### src/rtl/bji_pkg.sv
`timescale 1ns / 1ps
`default_nettype none
// ----------------------------------------------------------------------------
// bji_pkg - shared types and constants of the box jitter injector
// coordinate format, config register map, multiplier operand widths
// ----------------------------------------------------------------------------
package bji_pkg;

	// coordinates, 1/16 px two's complement
	localparam int COORD_BITS = 17;
	typedef logic signed [COORD_BITS-1:0] coord_t;

	// config write port
	localparam int CFG_W     = 32;
	localparam int CFG_IDX_W = 3;
	localparam logic [CFG_IDX_W-1:0] REG_JITTER_ON  = 3'd0;
	localparam logic [CFG_IDX_W-1:0] REG_SMOOTHING  = 3'd1;
	localparam logic [CFG_IDX_W-1:0] REG_CENTER_AMP = 3'd2;
	localparam logic [CFG_IDX_W-1:0] REG_SIZE_AMP   = 3'd3;
	localparam logic [CFG_IDX_W-1:0] REG_NOISE_SEED = 3'd4;

	// noise generator
	localparam int GEN_W     = 32;
	localparam int DRAW_BITS = 24;
	localparam int DRAW_W    = DRAW_BITS + 1;

	// shared multiplier operands
	localparam int MUL_A_W = (COORD_BITS + 1 > DRAW_W) ? COORD_BITS + 1 : DRAW_W;
	localparam int MUL_B_W = 18;
	localparam int PROD_W  = MUL_A_W + MUL_B_W;

	typedef struct packed {
		logic signed [MUL_A_W-1:0] a;
		logic signed [MUL_B_W-1:0] b;
		logic                      acc;
	} mac_op_t;

endpackage

`default_nettype wire

### src/rtl/bji_if.sv
`timescale 1ns / 1ps
`default_nettype none
// ----------------------------------------------------------------------------
// bji_if - box channels of the jitter injector
// valid/ready channels carrying one bounding box per transaction
// ----------------------------------------------------------------------------
interface bji_in_if;
	import bji_pkg::*;

	logic   valid;
	logic   ready;
	coord_t in_left;
	coord_t in_right;
	coord_t in_top;
	coord_t in_bottom;
	logic   in_visible;

	modport source (output valid, in_left, in_right, in_top, in_bottom, in_visible,
		input ready);
	modport sink (input valid, in_left, in_right, in_top, in_bottom, in_visible,
		output ready);
endinterface

interface bji_out_if;
	import bji_pkg::*;

	logic   valid;
	logic   ready;
	coord_t out_left;
	coord_t out_right;
	coord_t out_top;
	coord_t out_bottom;
	logic   out_visible;

	modport source (output valid, out_left, out_right, out_top, out_bottom, out_visible,
		input ready);
	modport sink (input valid, out_left, out_right, out_top, out_bottom, out_visible,
		output ready);
endinterface

`default_nettype wire

### src/rtl/bji_rng.sv
`timescale 1ns / 1ps
`default_nettype none
// ----------------------------------------------------------------------------
// bji_rng - xorshift32 noise generator
// one draw per step, mapped to a signed value in (-2^24, 2^24)
// ----------------------------------------------------------------------------
module bji_rng (
	input  wire logic                                clk,
	input  wire logic                                arst_n,
	input  wire logic                                load,
	input  wire logic [bji_pkg::GEN_W-1:0]           seed,
	input  wire logic                                step,
	output logic signed [bji_pkg::DRAW_W-1:0]        draw,
	output logic [bji_pkg::GEN_W-1:0]                gen
);
	import bji_pkg::*;

	localparam int SHL_A = 13;
	localparam int SHR_B = 17;
	localparam int SHL_C = 5;
	localparam logic [DRAW_BITS-1:0] DRAW_MASK = '1;

	logic [GEN_W-1:0]        gen_q;
	logic [GEN_W-1:0]        x1;
	logic [GEN_W-1:0]        x2;
	logic [GEN_W-1:0]        gen_next;
	logic signed [DRAW_W:0]  wide;

	always_comb begin
		x1       = gen_q ^ (gen_q << SHL_A);
		x2       = x1 ^ (x1 >> SHR_B);
		gen_next = x2 ^ (x2 << SHL_C);
		// 2r - (2^24 - 1)
		wide     = $signed({1'b0, gen_next[DRAW_BITS-1:0], 1'b0})
			- $signed({2'b00, DRAW_MASK});
	end

	assign draw = wide[DRAW_W-1:0];
	assign gen  = gen_q;

	always_ff @(posedge clk or negedge arst_n) begin
		if (!arst_n) begin
			gen_q <= GEN_W'(1);
		end else if (load) begin
			gen_q <= seed;
		end else if (step) begin
			gen_q <= gen_next;
		end
	end
endmodule

`default_nettype wire

### src/rtl/bji_mul.sv
`timescale 1ns / 1ps
`default_nettype none
// ----------------------------------------------------------------------------
// bji_mul - shared signed multiply-accumulate unit
// registered product, optionally added to the previous one
// ----------------------------------------------------------------------------
module bji_mul (
	input  wire logic                               clk,
	input  wire bji_pkg::mac_op_t                   op,
	output logic signed [bji_pkg::PROD_W-1:0]       prod
);
	import bji_pkg::*;

	logic signed [MUL_A_W-1:0] a_s;
	logic signed [MUL_B_W-1:0] b_s;
	logic signed [PROD_W-1:0]  mul;
	logic signed [PROD_W-1:0]  prod_q;

	always_comb begin
		a_s = op.a;
		b_s = op.b;
		mul = PROD_W'(a_s) * PROD_W'(b_s);
	end

	always_ff @(posedge clk) begin
		prod_q <= (op.acc ? prod_q : '0) + mul;
	end

	assign prod = prod_q;
endmodule

`default_nettype wire

### src/rtl/bbox_jitter_injector.sv
`timescale 1ns / 1ps
`default_nettype none
// ----------------------------------------------------------------------------
// bbox_jitter_injector - smoothed pseudo-random jitter on a bounding box
// xorshift32 noise, low-pass filtered center offsets and size fractions
// ----------------------------------------------------------------------------
// One box per transaction on box_in, one box per transaction on box_out.
// An invisible box, or any box while jitter_on is 0, is copied through and
// leaves the noise state untouched; from acceptance it goes through S_DONE
// into the output register. A jittered box runs through a small sequencer
// around one shared multiply-accumulate unit: S_NOISE, S_OLD and S_NEW for
// each of four noise channels (draw times amplitude, old-offset weight,
// new-noise weight), S_SIZE_W and S_SIZE_H for the scaled width and height,
// S_SIZE_H and S_HGT rounding the sizes, S_EDGE forming the edges, then S_DONE
// handing the result to the output register. box_in is ready only while the
// sequencer is idle; the output register lets a result wait for box_out
// while the next box is taken. Configuration is written on cfg_we with
// cfg_index selecting jitter_on, smoothing, center_amplitude, size_amplitude
// or noise_seed; a noise_seed write also restarts the generator.
module bbox_jitter_injector (
	input  wire logic                          clk,
	input  wire logic                          arst_n,
	input  wire logic                          cfg_we,
	input  wire logic [bji_pkg::CFG_IDX_W-1:0] cfg_index,
	input  wire logic [bji_pkg::CFG_W-1:0]     cfg_wdata,
	bji_in_if.sink                             box_in,
	bji_out_if.source                          box_out
);
	import bji_pkg::*;

	// fixed point layout
	localparam int OFS_W        = 16;
	localparam int FRAC_W       = 18;
	localparam int SZ_W         = PROD_W - 11;
	localparam int CEN_W        = COORD_BITS + 5;
	localparam int EDGE_W       = SZ_W + 2;
	localparam int CENTER_SHIFT = 20;
	localparam int SIZE_SHIFT   = 24;
	localparam int SMOOTH_SHIFT = 8;
	localparam int SCALE_SHIFT  = 12;
	localparam int EDGE_SHIFT   = 5;
	localparam int SMOOTH_MAX   = 253;
	localparam int FRAC_LIMIT   = 58982;
	localparam int FRAC_ONE     = 65536;
	localparam int MIN_SIZE     = 512;
	localparam logic signed [EDGE_W-1:0] EDGE_MAX = EDGE_W'((2 ** (COORD_BITS - 1)) - 1);
	localparam logic signed [EDGE_W-1:0] EDGE_MIN = EDGE_W'(-(2 ** (COORD_BITS - 1)));

	typedef enum logic [3:0] {
		S_IDLE,
		S_NOISE,
		S_OLD,
		S_NEW,
		S_SIZE_W,
		S_SIZE_H,
		S_HGT,
		S_EDGE,
		S_DONE
	} state_t;

	// floor((x + 2^(k-1)) / 2^k)
	function automatic logic signed [PROD_W-1:0] rnd_sh(
		input logic signed [PROD_W-1:0] x,
		input int                       k
	);
		logic signed [PROD_W-1:0] half;
		half = PROD_W'(1) <<< (k - 1);
		return (x + half) >>> k;
	endfunction

	// size in 1/256 px from the span product, floored at 2 px
	function automatic logic signed [SZ_W-1:0] size_of(input logic signed [PROD_W-1:0] p);
		logic signed [PROD_W-1:0] s;
		s = rnd_sh(p, SCALE_SHIFT);
		if (s < PROD_W'(MIN_SIZE)) begin
			s = PROD_W'(MIN_SIZE);
		end
		return s[SZ_W-1:0];
	endfunction

	// edge = sat(rnd((2C -/+ size) / 32))
	function automatic coord_t edge_of(
		input logic signed [CEN_W-1:0] c,
		input logic signed [SZ_W-1:0]  sz,
		input logic                    plus
	);
		logic signed [EDGE_W-1:0] e;
		logic signed [EDGE_W-1:0] q;
		logic signed [EDGE_W-1:0] half;
		half = EDGE_W'(1) <<< (EDGE_SHIFT - 1);
		e = plus ? (EDGE_W'(c) <<< 1) + EDGE_W'(sz) : (EDGE_W'(c) <<< 1) - EDGE_W'(sz);
		q = (e + half) >>> EDGE_SHIFT;
		if (q > EDGE_MAX) begin
			q = EDGE_MAX;
		end else if (q < EDGE_MIN) begin
			q = EDGE_MIN;
		end
		return coord_t'(q[COORD_BITS-1:0]);
	endfunction

	// clamp a size fraction to +-0.9 and add one
	function automatic logic signed [MUL_B_W-1:0] scale_of(
		input logic signed [FRAC_W-1:0] f
	);
		logic signed [FRAC_W-1:0] fc;
		fc = f;
		if (f > FRAC_W'(FRAC_LIMIT)) begin
			fc = FRAC_W'(FRAC_LIMIT);
		end else if (f < FRAC_W'(-FRAC_LIMIT)) begin
			fc = FRAC_W'(-FRAC_LIMIT);
		end
		return MUL_B_W'(fc) + MUL_B_W'(FRAC_ONE);
	endfunction

	// config registers
	logic                 jit_on_q;
	logic [7:0]           smooth_q;
	logic [9:0]           camp_q;
	logic [15:0]          samp_q;

	// sequencer
	state_t               st_q;
	logic [1:0]           ch_q;

	// box under work; edges are overwritten with the jittered result
	coord_t               l_q;
	coord_t               r_q;
	coord_t               t_q;
	coord_t               b_q;
	logic                 vis_q;

	// noise state
	logic signed [OFS_W-1:0]  off_u_q;
	logic signed [OFS_W-1:0]  off_v_q;
	logic signed [FRAC_W-1:0] wfrac_q;
	logic signed [FRAC_W-1:0] hfrac_q;

	// intermediate values
	logic signed [FRAC_W-1:0] n_q;
	logic signed [SZ_W-1:0]   w_q;
	logic signed [SZ_W-1:0]   h_q;

	// output register
	logic                 ov_q;
	coord_t               o_l_q;
	coord_t               o_r_q;
	coord_t               o_t_q;
	coord_t               o_b_q;
	logic                 o_vis_q;

	// datapath
	logic                        in_acc;
	logic                        seed_load;
	logic signed [DRAW_W-1:0]    draw;
	logic [GEN_W-1:0]            gen;
	logic signed [PROD_W-1:0]    prod;
	mac_op_t                     mac_op;
	logic [7:0]                  a_coef;
	logic [8:0]                  new_coef;
	logic signed [FRAC_W-1:0]    old_sel;
	logic [15:0]                 amp_sel;
	logic signed [PROD_W-1:0]    n_rnd;
	logic signed [PROD_W-1:0]    sm_rnd;
	logic                        wb_en;
	logic [1:0]                  wb_ch;
	logic signed [COORD_BITS:0]  span;
	logic signed [FRAC_W-1:0]    frac_sel;
	logic signed [CEN_W-1:0]     cu;
	logic signed [CEN_W-1:0]     cv;

	assign in_acc       = box_in.valid && box_in.ready;
	assign box_in.ready = (st_q == S_IDLE);
	assign seed_load    = cfg_we && (cfg_index == REG_NOISE_SEED);

	bji_rng u_rng (
		.clk    (clk),
		.arst_n (arst_n),
		.load   (seed_load),
		.seed   (cfg_wdata[GEN_W-1:0]),
		.step   (st_q == S_NOISE),
		.draw   (draw),
		.gen    (gen)
	);

	bji_mul u_mul (
		.clk  (clk),
		.op   (mac_op),
		.prod (prod)
	);

	always_comb begin
		// smoothing weight saturates at 0.99
		a_coef   = (smooth_q > 8'(SMOOTH_MAX)) ? 8'(SMOOTH_MAX) : smooth_q;
		new_coef = 9'd256 - {1'b0, a_coef};

		// channels: center u, center v, width, height
		case (ch_q)
			2'd0:    old_sel = FRAC_W'(off_u_q);
			2'd1:    old_sel = FRAC_W'(off_v_q);
			2'd2:    old_sel = wfrac_q;
			default: old_sel = hfrac_q;
		endcase
		amp_sel = ch_q[1] ? samp_q : 16'(camp_q);
		n_rnd   = rnd_sh(prod, ch_q[1] ? SIZE_SHIFT : CENTER_SHIFT);
		sm_rnd  = rnd_sh(prod, SMOOTH_SHIFT);

		// the filtered value is written back in the state after its last multiply
		wb_en = ((st_q == S_NOISE) && (ch_q != 2'd0)) || (st_q == S_SIZE_W);
		wb_ch = ch_q - 2'd1;

		if (st_q == S_SIZE_W) begin
			span     = (COORD_BITS + 1)'(r_q) - (COORD_BITS + 1)'(l_q);
			frac_sel = wfrac_q;
		end else begin
			span     = (COORD_BITS + 1)'(b_q) - (COORD_BITS + 1)'(t_q);
			frac_sel = hfrac_q;
		end

		// centers in 1/256 px
		cu = ((CEN_W'(l_q) + CEN_W'(r_q)) <<< 3) + CEN_W'(off_u_q);
		cv = ((CEN_W'(t_q) + CEN_W'(b_q)) <<< 3) + CEN_W'(off_v_q);

		mac_op.a   = '0;
		mac_op.b   = '0;
		mac_op.acc = 1'b0;
		case (st_q)
			S_NOISE: begin
				mac_op.a = MUL_A_W'(draw);
				mac_op.b = MUL_B_W'(amp_sel);
			end
			S_OLD: begin
				mac_op.a = MUL_A_W'(a_coef);
				mac_op.b = MUL_B_W'(old_sel);
			end
			S_NEW: begin
				mac_op.a   = MUL_A_W'(new_coef);
				mac_op.b   = MUL_B_W'(n_q);
				mac_op.acc = 1'b1;
			end
			S_SIZE_W, S_SIZE_H: begin
				mac_op.a = MUL_A_W'(span);
				mac_op.b = scale_of(frac_sel);
			end
			default: begin
				mac_op.a = '0;
			end
		endcase
	end

	// configuration
	always_ff @(posedge clk or negedge arst_n) begin
		if (!arst_n) begin
			jit_on_q <= 1'b0;
			smooth_q <= '0;
			camp_q   <= '0;
			samp_q   <= '0;
		end else if (cfg_we) begin
			case (cfg_index)
				REG_JITTER_ON:  jit_on_q <= cfg_wdata[0];
				REG_SMOOTHING:  smooth_q <= cfg_wdata[7:0];
				REG_CENTER_AMP: camp_q   <= cfg_wdata[9:0];
				REG_SIZE_AMP:   samp_q   <= cfg_wdata[15:0];
				default:        jit_on_q <= jit_on_q;
			endcase
		end
	end

	// noise state writeback
	always_ff @(posedge clk or negedge arst_n) begin
		if (!arst_n) begin
			off_u_q <= '0;
			off_v_q <= '0;
			wfrac_q <= '0;
			hfrac_q <= '0;
		end else if (wb_en) begin
			case (wb_ch)
				2'd0:    off_u_q <= sm_rnd[OFS_W-1:0];
				2'd1:    off_v_q <= sm_rnd[OFS_W-1:0];
				2'd2:    wfrac_q <= sm_rnd[FRAC_W-1:0];
				default: hfrac_q <= sm_rnd[FRAC_W-1:0];
			endcase
		end
	end

	// sequencer and output register
	always_ff @(posedge clk or negedge arst_n) begin
		if (!arst_n) begin
			st_q <= S_IDLE;
			ch_q <= '0;
			ov_q <= 1'b0;
		end else begin
			// a reload in S_DONE keeps the flag set instead
			if (ov_q && box_out.ready && (st_q != S_DONE)) begin
				ov_q <= 1'b0;
			end
			case (st_q)
				S_IDLE: begin
					if (in_acc) begin
						l_q   <= box_in.in_left;
						r_q   <= box_in.in_right;
						t_q   <= box_in.in_top;
						b_q   <= box_in.in_bottom;
						vis_q <= box_in.in_visible;
						ch_q  <= '0;
						// passthrough skips the noise entirely
						st_q  <= (box_in.in_visible && jit_on_q) ? S_NOISE : S_DONE;
					end
				end
				S_NOISE: st_q <= S_OLD;
				S_OLD: begin
					n_q  <= n_rnd[FRAC_W-1:0];
					st_q <= S_NEW;
				end
				S_NEW: begin
					ch_q <= ch_q + 2'd1;
					st_q <= (ch_q == 2'd3) ? S_SIZE_W : S_NOISE;
				end
				S_SIZE_W: st_q <= S_SIZE_H;
				S_SIZE_H: begin
					w_q  <= size_of(prod);
					st_q <= S_HGT;
				end
				S_HGT: begin
					h_q  <= size_of(prod);
					st_q <= S_EDGE;
				end
				S_EDGE: begin
					l_q  <= edge_of(cu, w_q, 1'b0);
					r_q  <= edge_of(cu, w_q, 1'b1);
					t_q  <= edge_of(cv, h_q, 1'b0);
					b_q  <= edge_of(cv, h_q, 1'b1);
					st_q <= S_DONE;
				end
				S_DONE: begin
					// wait for the output register to free up
					if (!ov_q || box_out.ready) begin
						o_l_q   <= l_q;
						o_r_q   <= r_q;
						o_t_q   <= t_q;
						o_b_q   <= b_q;
						o_vis_q <= vis_q;
						ov_q    <= 1'b1;
						st_q    <= S_IDLE;
					end
				end
				default: st_q <= S_IDLE;
			endcase
		end
	end

	assign box_out.valid       = ov_q;
	assign box_out.out_left    = o_l_q;
	assign box_out.out_right   = o_r_q;
	assign box_out.out_top     = o_t_q;
	assign box_out.out_bottom  = o_b_q;
	assign box_out.out_visible = o_vis_q;

	// the generator only advances while a noise channel is being drawn
	a_gen_hold: assert property (@(posedge clk) disable iff (!arst_n)
		(st_q == S_IDLE && !cfg_we) |=> $stable(gen))
		else $error("noise generator moved while idle");

	// both sizes respect the 2 px floor when the edges are formed
	a_min_size: assert property (@(posedge clk) disable iff (!arst_n)
		(st_q == S_EDGE) |-> (w_q >= SZ_W'(MIN_SIZE) && h_q >= SZ_W'(MIN_SIZE)))
		else $error("scaled size below floor");

	// all four channels are done before the size multiplies start
	a_ch_wrap: assert property (@(posedge clk) disable iff (!arst_n)
		(st_q == S_SIZE_W) |-> (ch_q == 2'd0 && $past(st_q) == S_NEW))
		else $error("size step entered with channels pending");

endmodule

`default_nettype wire

### src/flat_wrapper.sv
// flat-port wrapper written by rule: the top's interface ports become plain ports
module bbox_jitter_injector_flat import bji_pkg::*;
  (clk, arst_n, cfg_we, cfg_index, cfg_wdata, box_in_valid, box_in_in_left, box_in_in_right, box_in_in_top, box_in_in_bottom, box_in_in_visible, box_in_ready, box_out_valid, box_out_out_left, box_out_out_right, box_out_out_top, box_out_out_bottom, box_out_out_visible, box_out_ready);
  bji_in_if box_in_i ();
  bji_out_if box_out_i ();
  input  wire logic clk;
  input  wire logic arst_n;
  input  wire logic cfg_we;
  input  wire logic [bji_pkg::CFG_IDX_W-1:0] cfg_index;
  input  wire logic [bji_pkg::CFG_W-1:0] cfg_wdata;
  input wire logic [$bits(box_in_i.valid)-1:0] box_in_valid;
  input wire logic [$bits(box_in_i.in_left)-1:0] box_in_in_left;
  input wire logic [$bits(box_in_i.in_right)-1:0] box_in_in_right;
  input wire logic [$bits(box_in_i.in_top)-1:0] box_in_in_top;
  input wire logic [$bits(box_in_i.in_bottom)-1:0] box_in_in_bottom;
  input wire logic [$bits(box_in_i.in_visible)-1:0] box_in_in_visible;
  output wire logic [$bits(box_in_i.ready)-1:0] box_in_ready;
  output wire logic [$bits(box_out_i.valid)-1:0] box_out_valid;
  output wire logic [$bits(box_out_i.out_left)-1:0] box_out_out_left;
  output wire logic [$bits(box_out_i.out_right)-1:0] box_out_out_right;
  output wire logic [$bits(box_out_i.out_top)-1:0] box_out_out_top;
  output wire logic [$bits(box_out_i.out_bottom)-1:0] box_out_out_bottom;
  output wire logic [$bits(box_out_i.out_visible)-1:0] box_out_out_visible;
  input wire logic [$bits(box_out_i.ready)-1:0] box_out_ready;
  assign box_in_i.valid = box_in_valid;
  assign box_in_i.in_left = box_in_in_left;
  assign box_in_i.in_right = box_in_in_right;
  assign box_in_i.in_top = box_in_in_top;
  assign box_in_i.in_bottom = box_in_in_bottom;
  assign box_in_i.in_visible = box_in_in_visible;
  assign box_in_ready = box_in_i.ready;
  assign box_out_valid = box_out_i.valid;
  assign box_out_out_left = box_out_i.out_left;
  assign box_out_out_right = box_out_i.out_right;
  assign box_out_out_top = box_out_i.out_top;
  assign box_out_out_bottom = box_out_i.out_bottom;
  assign box_out_out_visible = box_out_i.out_visible;
  assign box_out_i.ready = box_out_ready;
  bbox_jitter_injector u_core (.clk(clk), .arst_n(arst_n), .cfg_we(cfg_we), .cfg_index(cfg_index), .cfg_wdata(cfg_wdata), .box_in(box_in_i), .box_out(box_out_i));
endmodule
### config.mk
export PLATFORM = sky130hd
export DESIGN_NAME = bbox_jitter_injector_flat
export DESIGN_NICKNAME = d
export VERILOG_FILES = /design/src/rtl/bji_pkg.sv /design/src/rtl/bji_if.sv /design/src/rtl/bji_rng.sv /design/src/rtl/bji_mul.sv /design/src/rtl/bbox_jitter_injector.sv /design/src/flat_wrapper.sv
export SDC_FILE = /design/constraint.sdc
export NUM_CORES = 2
export LEC_CHECK = 0
export BUFFER_PORTS_ARGS = -buffer_cell sky130_fd_sc_hd__buf_2
export CAP_MARGIN = 40
export CORE_MARGIN = 4
export CORE_UTILIZATION = 55
export CTS_CLUSTER_SIZE = 30
export DETAILED_ROUTE_END_ITERATION = 7
export PLACE_DENSITY = 0.73
export SKIP_CTS_REPAIR_TIMING = 1
export SLEW_MARGIN = 20
export SYNTH_ARGS = -nofsm -noshare
export SYNTH_HDL_FRONTEND = slang
export SYNTH_SLANG_ARGS = --single-unit
### constraint.sdc
create_clock -name clk -period 13 [get_ports clk]
set_input_delay 1.3 -clock clk [delete_from_list [all_inputs] [get_ports clk]]
set_output_delay 1.3 -clock clk [all_outputs]
set_load 0.005 [all_outputs]
==> results.py <==
metrics = {
    "run_status": {
        "status": "complete, but fails checks",
        "violations": "DRC",
    },
    "sta": {
        "tns_ns": 0,
        "skew_ns": 0.03629,
        "maxSlewViolCount": 0,
        "tightest_slew_ns": 0.9542,
        "final_hold_viol_count": 0,
        "min_period_over_period_pct": 85.91,
        "setup-violations-final": 0,
        "period_minus_slack_ns": 11.17,
        "rsz0062_at_grt": "no",
        "fmax_ghz": 0.08954,
        "slew_headroom_pct": 36.39,
    },
    "setup_path": {
        "cp_max_fo": 18,
        "slowest_stage": "o31ai_4",
        "crit_top_cell": "fa_1",
        "cp.arrival_ns": 11.66,
        "r2r_setup_slack_ns": 1.83,
        "critPathKind": "flip-flop to flip-flop",
        "endpoint_kind": "flip-flop",
        "slowest_delay_ns": 0.82,
        "start_kind": "flip-flop",
        "cp_data_required_time_ns": 13.50,
    },
    "final_layout": {
        "layout.cells.most_common_list": "744 x inv_1, 540 x nand2_1, 487 x fa_1, 480 x ha_1, 347 x nor2_1",
        "syn_to_final_growth_pct": 8.784,
        "layout-drive-gt1-share_pct": 8.818,
        "layout_commonest_cell": "inv_1",
        "nFillCells": 7394,
        "num-nets-final": 6423,
        "fin_area_um2": 51860,
        "fin_util_pct": 60.62,
    },
    "detailed_routing": {
        "drtAntennaViolNets": 0,
        "num_vias": 39120,
        "vias_per_cell": 5.988,
        "drt_pre_antenna_iters": 8,
        "first_iter_violations": 3833,
        "wl_per_cell_um": 22.44,
        "route.detailed.drc": 34,
        "wirelength_um": 146600,
    },
    "placement": {
        "globalplace.congestion": 1.032,
        "io_buffers": 179,
        "dp.final_hpwl_um": 117100,
        "place_area_um2": 50090,
    },
    "power_and_ir_drop": {
        "power_frac_comb_pct": 68.1,
        "power_mw": 10.77,
        "power.density_nw_per_um2": 207.6,
        "p_sw_mw": 5.483,
        "p_int_mw": 5.284,
        "ir_drop_uv": 146.4,
        "power_frac_seq_pct": 18.4,
        "netSwitchingFraction_pct": 50.92,
        "clockPowerShare_pct": 13.5,
        "leakage_nw": 24.49,
    },
    "global_routing": {
        "grt_overflow": 0,
        "grt_pass1_vias": 39400,
        "grt_util_all_layers_pct": 32.27,
        "grt_first_pass_wirelength_um": 225900,
        "grt_max_degree": 73,
        "antenna_found_initial": 3,
    },
    "hold_path": {
        "hp-class": "flip-flop to flip-flop",
    },
    "clocking": {
        "clkSinkCount": 403,
        "cts.path.max_buffers": 3,
        "clk_latency_ns": 0.64,
        "cts-root-buf": "clkbuf_16",
        "htreeDepth": 2,
        "clkTransAtPathRegs_ns": 0.06,
        "cts_tree": "yes",
        "cts_buffers": 48,
    },
    "synth": {
        "synth.ff_latch_count": 403,
        "ys.flop_type": "edfxtp_1",
        "syn_area_per_cell_um2": 9.124,
        "synthDistinctLibCells": 93,
        "ys_seq_area_share_pct": 22.99,
        "async_flop_share_pct": 35.24,
        "syn_area_um2": 47670,
        "netlist_instances": 5225,
        "synth_edf_count": 218,
        "yosysWarnings": 0,
        "syn_nets": 6301,
    },
    "die": {
        "rows": 107,
        "die_area_um2": 91450,
        "core_area_um2": 85550,
        "initial_core_util_pct": 55.73,
        "die_h_um": 302.4,
        "die_w_um": 302.4,
        "num_io_pins": 180,
    },
    "flow_run": {
        "maxCapViolCount": 0,
    },
}
[cells in the mapped netlist (21+ instances only)]
master / instances / area share, %
a21o_1: 86 / 1.4
a21oi_1: 240 / 2.5
a31oi_1: 22 / 0.29
and2_1: 141 / 1.9
and3_1: 25 / 0.33
clkbuf_1: 175 / 1.4
dfrtp_1: 141 / 7.4
dfxtp_1: 43 / 1.8
edfxtp_1: 218 / 14
fa_1: 487 / 20
ha_1: 480 / 13
inv_1: 744 / 5.9
mux2_2: 43 / 1.0
mux2i_1: 29 / 0.61
nand2_1: 540 / 4.3
nand2b_1: 30 / 0.39
nand3_1: 88 / 0.92
nand4_1: 32 / 0.42
nor2_1: 350 / 2.8
nor2b_1: 47 / 0.62
nor3_1: 74 / 0.78
nor4_1: 21 / 0.28
o211ai_1: 21 / 0.33
o21a_1: 25 / 0.39
o21ai_0: 281 / 2.9
o21bai_1: 36 / 0.57
o22ai_1: 67 / 0.88
or3_1: 30 / 0.39
xnor2_1: 235 / 4.3
xor2_1: 143 / 2.6
[stage by stage]
step                      std cells  hold WS (ns)  worst slack (ns)
after floorplan                5225        0.4003             2.945
after global placement         6419        0.4050             2.050
after detailed placement       6437        0.4150             2.023
after CTS                      6527        0.4298             1.976
after global routing           6531        0.4544             1.247
final                          6533        0.4291             1.832
[layer usage]
metal / share of wire, % / global-route usage, % / vias to the layer above
met5: 0.018 / 0 / -
met4: 7.3 / 19.33 / 4
met3: 9.2 / 7.113 / 544
met2: 46 / 52.93 / 1831
met1: 37 / 39.20 / 19040
li1: - / - / 17700
[cell type report]
class,instances,area [µm²],area share [%]
antenna,2,5.005,0.009650
clock buffer,68,1430,2.758
clock inverter,22,277.8,0.5356
inverter,745,2796,5.392
multi-input combinational,3884,33270,64.15
sequential,403,10960,21.14
tap,1144,1431,2.760
timing repair buffer,265,1690,3.259
[power groups by stage]
stage	Combinational, mW	Clock [mW]	Sequential, mW
detailed placement	7.15	0	1.99
global route	8.04	1.52	2.00
floorplan	5.16	0	1.82
global placement	7.03	0	1.98
finish	7.33	1.45	1.99
CTS	7.22	1.47	1.97
[sequential cells by signal, summed over array words and instances, names as in the netlist, 17 cells and up]
name and flops:
u_core.hfrac_q 18, u_core.u_rng.gen 32, u_core.b_q 17, u_core.wfrac_q 18, u_core.l_q 17, u_core.t_q 17
u_core.n_q 18, u_core.box_out.out_top 17, u_core.u_mul.prod 43, u_core.box_out.out_bottom 17, u_core.box_out.out_left 17, u_core.r_q 17
u_core.box_out.out_right 17, u_core.h_q 31, u_core.w_q 31
[cell families after synthesis]
logic type	count (synthesis)	synth area share [%]
XOR/XNOR	378	6.944
AO/OA/AOI/OAI	1004	13.53
adder cells (fa/ha/maj)	967	33.05
AND/OR/NAND/NOR	1462	14.34
flip-flops	403	22.99
multiplexers	73	1.648
buffers and inverters	938	7.493
[worst paths after layout]
kind | startpoint | endpoint | depth (start not counted)
max in group asynchronous | arst_n | u_core.wfrac_q[0] | 3
worst max register to register | u_core.st_q[3] | u_core.u_mul.prod[41] | 34
worst min register to register | u_core.vis_q | u_core.box_out.out_visible | 0
worst min-delay path | u_core.vis_q | u_core.box_out.out_visible | 0
worst max-delay path | u_core.st_q[3] | u_core.u_mul.prod[41] | 34
min in group asynchronous | arst_n | u_core.box_out.valid | 1
[worst max-delay path, delay by kind of cell (launching register included)]
kind / cells / cell delay [ns]
compound gates: 9 / 3.01
xor+xnor: 1 / 0.15
fa+ha+maj: 9 / 4.09
buf+inv: 6 / 0.63
flops: 1 / 0.50
simple gates: 9 / 2.64
No activity file was read; power rests on OpenSTA's default activity.
